$ cat src/hw/rtl/pip_pkg.sv
// ----------------------------------------------------------------------------
// pip_pkg
// shared constants and types of the point in polygon block
// ----------------------------------------------------------------------------
package pip_pkg;

  localparam int unsigned MAX_VERTICES = 64;
  localparam int unsigned COORD_BITS   = 16;
  localparam int unsigned MIN_VERTS    = 3;

  localparam int unsigned ADDR_W = $clog2(MAX_VERTICES);
  localparam int unsigned CNT_W  = $clog2(MAX_VERTICES + 1);
  localparam int unsigned DIFF_W = COORD_BITS + 1;
  localparam int unsigned A_W    = COORD_BITS + 2;
  localparam int unsigned P1_W   = 2 * COORD_BITS + 2;
  localparam int unsigned P2_W   = 2 * COORD_BITS + 3;
  localparam int unsigned CMP_W  = 2 * COORD_BITS + 5;
  localparam int unsigned QDEPTH = 2;
  localparam int unsigned QPTR_W = $clog2(QDEPTH);

  typedef enum logic [1:0] {
    OP_CLEAR  = 2'd0,
    OP_APPEND = 2'd1,
    OP_QUERY  = 2'd2,
    OP_NONE   = 2'd3
  } pip_op_e;

  typedef enum logic [1:0] {
    BK_IDLE,
    BK_RUN,
    BK_DRAIN,
    BK_OUT
  } pip_bk_state_e;

  typedef struct packed {
    logic signed [COORD_BITS-1:0] px;
    logic signed [COORD_BITS-1:0] py;
    logic [CNT_W-1:0]             n;
    logic                         ovf;
  } pip_query_t;

endpackage

$ cat src/hw/rtl/pip_back.sv
// ----------------------------------------------------------------------------
// pip_back
// walks polygon edges one per cycle through a three stage crossing pipeline
// ----------------------------------------------------------------------------
module pip_back import pip_pkg::*; (
  input  logic                      clk_i,
  input  logic                      rst_ni,
  input  logic                      empty_i,
  input  pip_query_t                query_i,
  output logic                      pop_o,
  output logic                      busy_o,
  output logic                      re_o,
  output logic [ADDR_W-1:0]         raddr_o,
  input  logic [2*COORD_BITS-1:0]   rdata_i,
  output logic                      out_valid_o,
  input  logic                      out_ready_i,
  output logic                      inside_res_o,
  output logic                      too_few_o,
  output logic                      overflowed_o
);

  pip_bk_state_e state_q, state_d;
  logic [CNT_W-1:0] k_q, k_d, n_q;
  logic signed [COORD_BITS-1:0] px_q, py_q, prev_x_q, prev_y_q, xi, yi;
  logic inside_q, few_q, ovf_q;
  logic s0_v_q, s0_first_q;
  logic s1_v_q, s1_cross_q;
  logic signed [A_W-1:0]    s1_a_q;
  logic signed [DIFF_W-1:0] s1_dx_q, s1_dn_q, s1_den_q;
  logic s2_v_q, s2_cross_q, s2_neg_q;
  logic signed [P1_W-1:0]   s2_p1_q;
  logic signed [P2_W-1:0]   s2_p2_q;
  logic [DIFF_W-1:0]        s2_dd_q;
  logic signed [CMP_W-1:0]  n3, m3, dd3;
  logic left;
  logic start, start_few;

  assign xi = rdata_i[2*COORD_BITS-1:COORD_BITS];
  assign yi = rdata_i[COORD_BITS-1:0];

  always_comb begin
    state_d   = state_q;
    k_d       = k_q;
    pop_o     = 1'b0;
    re_o      = 1'b0;
    raddr_o   = '0;
    start     = 1'b0;
    start_few = 1'b0;
    case (state_q)
      BK_IDLE: begin
        if (!empty_i) begin
          pop_o = 1'b1;
          k_d   = '0;
          if (query_i.n < CNT_W'(MIN_VERTS)) begin
            start_few = 1'b1;
            state_d   = BK_OUT;
          end else begin
            start   = 1'b1;
            state_d = BK_RUN;
          end
        end
      end
      BK_RUN: begin
        re_o    = 1'b1;
        raddr_o = (k_q == '0) ? ADDR_W'(n_q - CNT_W'(1)) : ADDR_W'(k_q - CNT_W'(1));
        k_d     = k_q + CNT_W'(1);
        if (k_q == n_q) begin
          state_d = BK_DRAIN;
        end
      end
      BK_DRAIN: begin
        if (!s0_v_q && !s1_v_q && !s2_v_q) begin
          state_d = BK_OUT;
        end
      end
      BK_OUT: begin
        if (out_ready_i) begin
          state_d = BK_IDLE;
        end
      end
      default: state_d = BK_IDLE;
    endcase
  end

  always_ff @(posedge clk_i or negedge rst_ni) begin
    if (!rst_ni) begin
      state_q <= BK_IDLE;
      k_q     <= '0;
      s0_v_q  <= 1'b0;
      s1_v_q  <= 1'b0;
      s2_v_q  <= 1'b0;
    end else begin
      state_q <= state_d;
      k_q     <= k_d;
      s0_v_q  <= re_o;
      s1_v_q  <= s0_v_q && !s0_first_q;
      s2_v_q  <= s1_v_q;
    end
  end

  // final compare: a < trunc(num / d) with d > 0, done without division
  always_comb begin
    n3   = s2_neg_q ? -CMP_W'(s2_p1_q) : CMP_W'(s2_p1_q);
    m3   = s2_neg_q ? -CMP_W'(s2_p2_q) : CMP_W'(s2_p2_q);
    dd3  = $signed(CMP_W'(s2_dd_q));
    left = (n3 >= 0) ? (m3 + dd3 <= n3) : (m3 < n3);
  end

  always_ff @(posedge clk_i) begin
    if (start || start_few) begin
      px_q     <= query_i.px;
      py_q     <= query_i.py;
      n_q      <= query_i.n;
      ovf_q    <= query_i.ovf;
      few_q    <= start_few;
      inside_q <= 1'b0;
    end else if (s2_v_q && s2_cross_q && left) begin
      inside_q <= !inside_q;
    end
    s0_first_q <= (k_q == '0);
    if (s0_v_q) begin
      prev_x_q <= xi;
      prev_y_q <= yi;
    end
    s1_cross_q <= (yi > py_q) != (prev_y_q > py_q);
    s1_a_q     <= A_W'(px_q) - A_W'(xi);
    s1_dx_q    <= DIFF_W'(prev_x_q) - DIFF_W'(xi);
    s1_dn_q    <= DIFF_W'(py_q) - DIFF_W'(yi);
    s1_den_q   <= DIFF_W'(prev_y_q) - DIFF_W'(yi);
    s2_cross_q <= s1_cross_q;
    s2_p1_q    <= P1_W'(s1_dx_q) * P1_W'(s1_dn_q);
    s2_p2_q    <= P2_W'(s1_a_q) * P2_W'(s1_den_q);
    s2_neg_q   <= s1_den_q < 0;
    s2_dd_q    <= (s1_den_q < 0) ? DIFF_W'(-s1_den_q) : DIFF_W'(s1_den_q);
  end

  assign busy_o       = state_q != BK_IDLE;
  assign out_valid_o  = state_q == BK_OUT;
  assign inside_res_o = inside_q && !few_q;
  assign too_few_o    = few_q;
  assign overflowed_o = ovf_q;

endmodule

$ cat config.mk
export PLATFORM = sky130hd
export DESIGN_NAME = pip_back
export DESIGN_NICKNAME = d
export VERILOG_FILES = /design/src/hw/rtl/pip_pkg.sv /design/src/hw/rtl/pip_back.sv
export SDC_FILE = /design/constraint.sdc
export NUM_CORES = 2
export LEC_CHECK = 0
export BUFFER_PORTS_ARGS = -buffer_cell sky130_fd_sc_hd__buf_2
export CAP_MARGIN = 20
export CORE_MARGIN = 3
export CORE_UTILIZATION = 40
export DETAILED_ROUTE_END_ITERATION = 16
export HOLD_SLACK_MARGIN = 0.1
export SLEW_MARGIN = 20
export SYNTH_ARGS = -nofsm -noshare
export SYNTH_HDL_FRONTEND = slang
export SYNTH_SLANG_ARGS = --single-unit
$ cat constraint.sdc
create_clock -name clk_i -period 11.05 [get_ports clk_i]
set_input_delay 1.105 -clock clk_i [delete_from_list [all_inputs] [get_ports clk_i]]
set_output_delay 1.105 -clock clk_i [all_outputs]
set_load 0.1 [all_outputs]
==> results.ini <==
[logic_synthesis]
yosysWarningCount=0
async_flop_share_pct=4.94
avgSynthCellArea_sq_um=9.23
ys_seq_elements=243
synth_fp_nets=4946
synthCells=3921
syn_area_sq_um=36200
ys_seq_area_share_pct=15.6
synth-edff-count=73
synthFlopType=dfxtp_1
netlist-cell-type-count=85

[clocking]
cts_tree=built
clk_pin_slew_worst_paths_ns=0.06
numCtsBuffers=29
clk_path_buf_depth=3
holdBufCountCts=0
cts_sinks=243
htreeDepth=1
cts_root_buffer=clkbuf_16
post-cts-setup-buffers=0
cts_resized=0
clk_latency_ns=0.58

[grt]
grt_pass1_vias=27600
grt_first_pass_wirelength_um=148000
grt_max_degree=81
antenna_found_initial=10
grt_overflow=0
grt_use_total_pct=19.6

[timing]
maxSlewHeadroom_pct=31.9
slew_violations=0
fin_crit_ns=6.92
finalHoldViolCount=0
fin_crit_sh_pct=62.6
setup_tns_ns=0
setup_ws_ns=4.13
max_freq_mhz=145
tightestPinTransition_ns=1.02
setup_viol_count_final=0
fin_skew_ns=0.0145
rsz0062_at_grt=false

[critical_path]
worstSetupStartpoint=s1_den_q[2]$_DFF_P_
end_kind=flip-flop
cp_max_fo=21
required_ns=11.49
rr_endpoint=s2_p2_q[33]$_DFF_P_
ff2ff_setup_slack_ns=4.13
criticalPathCategory=flip-flop to flip-flop
arrival_ns=7.35
critPathLaunchType=flip-flop
worstRegToRegCells=19
r2r_start=s1_den_q[2]$_DFF_P_

[layout]
synthToLayoutAreaGrowth_pct=7.35
multi_input_area_sq_um=27200
layout-drive-gt1-share_pct=4.84
n_fill_cell=8746
seqCellArea_sq_um=5660
final_common_cell=inv_1
nNetsFinal=4966
mostFrequentLayoutCells=761 x inv_1, 597 x fa_1, 427 x nand2_1, 352 x ha_1, 247 x and2_1
final_area_sq_um=38800

[place]
place_area_sq_um=37800
place_hpwl_um=71700
pre_cts_ws_ns=4.19
portBuffers=88
gp_congestion=0.847

[detailed_routing]
avgRoutedWirePerCell_um=17.5
drc=0
antenna_left=0
wl_um=89700
vias=26300
post_drt_via_cell_ratio=5.11
drt_iter0_drc=1405
dr.pass1.iters=6

[flow_run]
drv_cap=0

[floorplanning]
start_util_pct=40.6
die_h_um=307
pin_count=89
core_region_area_sq_um=89100
rows=109
die_x_um=307
dieArea_sq_um=94100

[worst_hold_path]
hold_depth=0
hold_start=s1_cross_q$_DFF_P_
min_path_type=flip-flop to flip-flop
min_to=s2_cross_q$_DFF_P_

[outcome]
status=finished, final reports clean

==> worst max-delay path: stages (launching register included) <==
cell and delay [ns]:
dfxtp_1 0.89, nand2_1 0.21, fa_1 0.59, inv_1 0.06
fa_1 0.44, fa_1 0.54, inv_1 0.05, fa_1 0.49
fa_1 0.49, inv_1 0.05, fa_1 0.44, ha_1 0.35
and2_1 0.17, a221o_1 0.31, a31oi_1 0.31, o21ai_0 0.31
a31oi_1 0.42, o211ai_1 0.15, a2111oi_0 0.40, a211oi_1 0.09
==> stage by stage <==
stage	hold slack [ns]	cells	utilization, %
2_1_floorplan	0.310	3921	-
3_3_place_gp	0.365	5075	42.5
3_5_place_dp	0.357	5075	42.5
4_1_cts	0.366	5129	43.6
5_1_grt	0.384	5133	43.6
6_report	0.371	5138	43.6
==> state kept, by name (all words and copies together) (netlist names), 2 cells and up <==
signal / count
py_q: 16
s1_dx_q: 17
state_q: 2
s1_dn_q: 17
k_q: 7
s2_p1_q: 34
s1_den_q: 17
s1_a_q: 17
px_q: 16
s2_p2_q: 34
s2_dd_q: 17
n_q: 7
prev_x_q: 16
prev_y_q: 16
==> how the worst max path moves through the flow <==
stage               slack, ns                   to  depth (start not counted)
finish                   4.13  s2_p2_q[33]$_DFF_P_                         19
global route             3.69  s2_p2_q[33]$_DFF_P_                         19
detailed placement       4.19  s2_p2_q[33]$_DFF_P_                         19
floorplan                4.87  s2_p2_q[33]$_DFF_P_                         21
global placement         4.16  s2_p2_q[32]$_DFF_P_                         21
CTS                      4.19  s2_p2_q[33]$_DFF_P_                         19
==> cell type report <==
class                           count  share of cell area, %
Inverter                          762                   7.36
Antenna cell                        9                 0.0580
Clock inverter                     16                  0.480
Tap cell                         1165                   3.75
Multi-Input combinational cell   2791                   70.0
Clock buffer                       38                   2.11
Sequential cell                   243                   14.6
Timing Repair Buffer              114                   1.64
==> cell usage after synthesis, drive strengths merged (59+ instances only) <==
cell type | number | area share (%)
and2 | 248 | 4.3
nand2 | 427 | 4.4
fa | 597 | 33
nor3 | 59 | 0.82
xnor2 | 168 | 4.1
nor2 | 143 | 1.5
ha | 352 | 12
edfxtp | 73 | 6.1
o21ai | 110 | 1.5
xor2 | 67 | 1.6
a21oi | 129 | 1.8
clkbuf | 114 | 1.2
inv | 761 | 7.9
dfxtp | 158 | 8.7
==> metal layers <==
metal / part of all wire (%) / routed length [um] / global-route usage [%] / vias up
met5: 0.046 / 41 / 0 / -
met4: 2.5 / 2240 / 4.34 / 6
met1: 44 / 39700 / 26.0 / 13200
met2: 49 / 43800 / 34.4 / 524
met3: 4.4 / 3940 / 2.63 / 107
li1: - / - / - / 12400
==> logic make-up after synthesis <==
kind of cell / synth area share (%)
mux: 0.169
compound gates: 8.64
flops: 15.6
xor+xnor: 5.69
buf+inv: 9.21
simple gates: 15.5
fa+ha+maj: 45.2
Power is not shown: default switching activity piles up to over one toggle a cycle in this logic, so the estimate is an artifact.
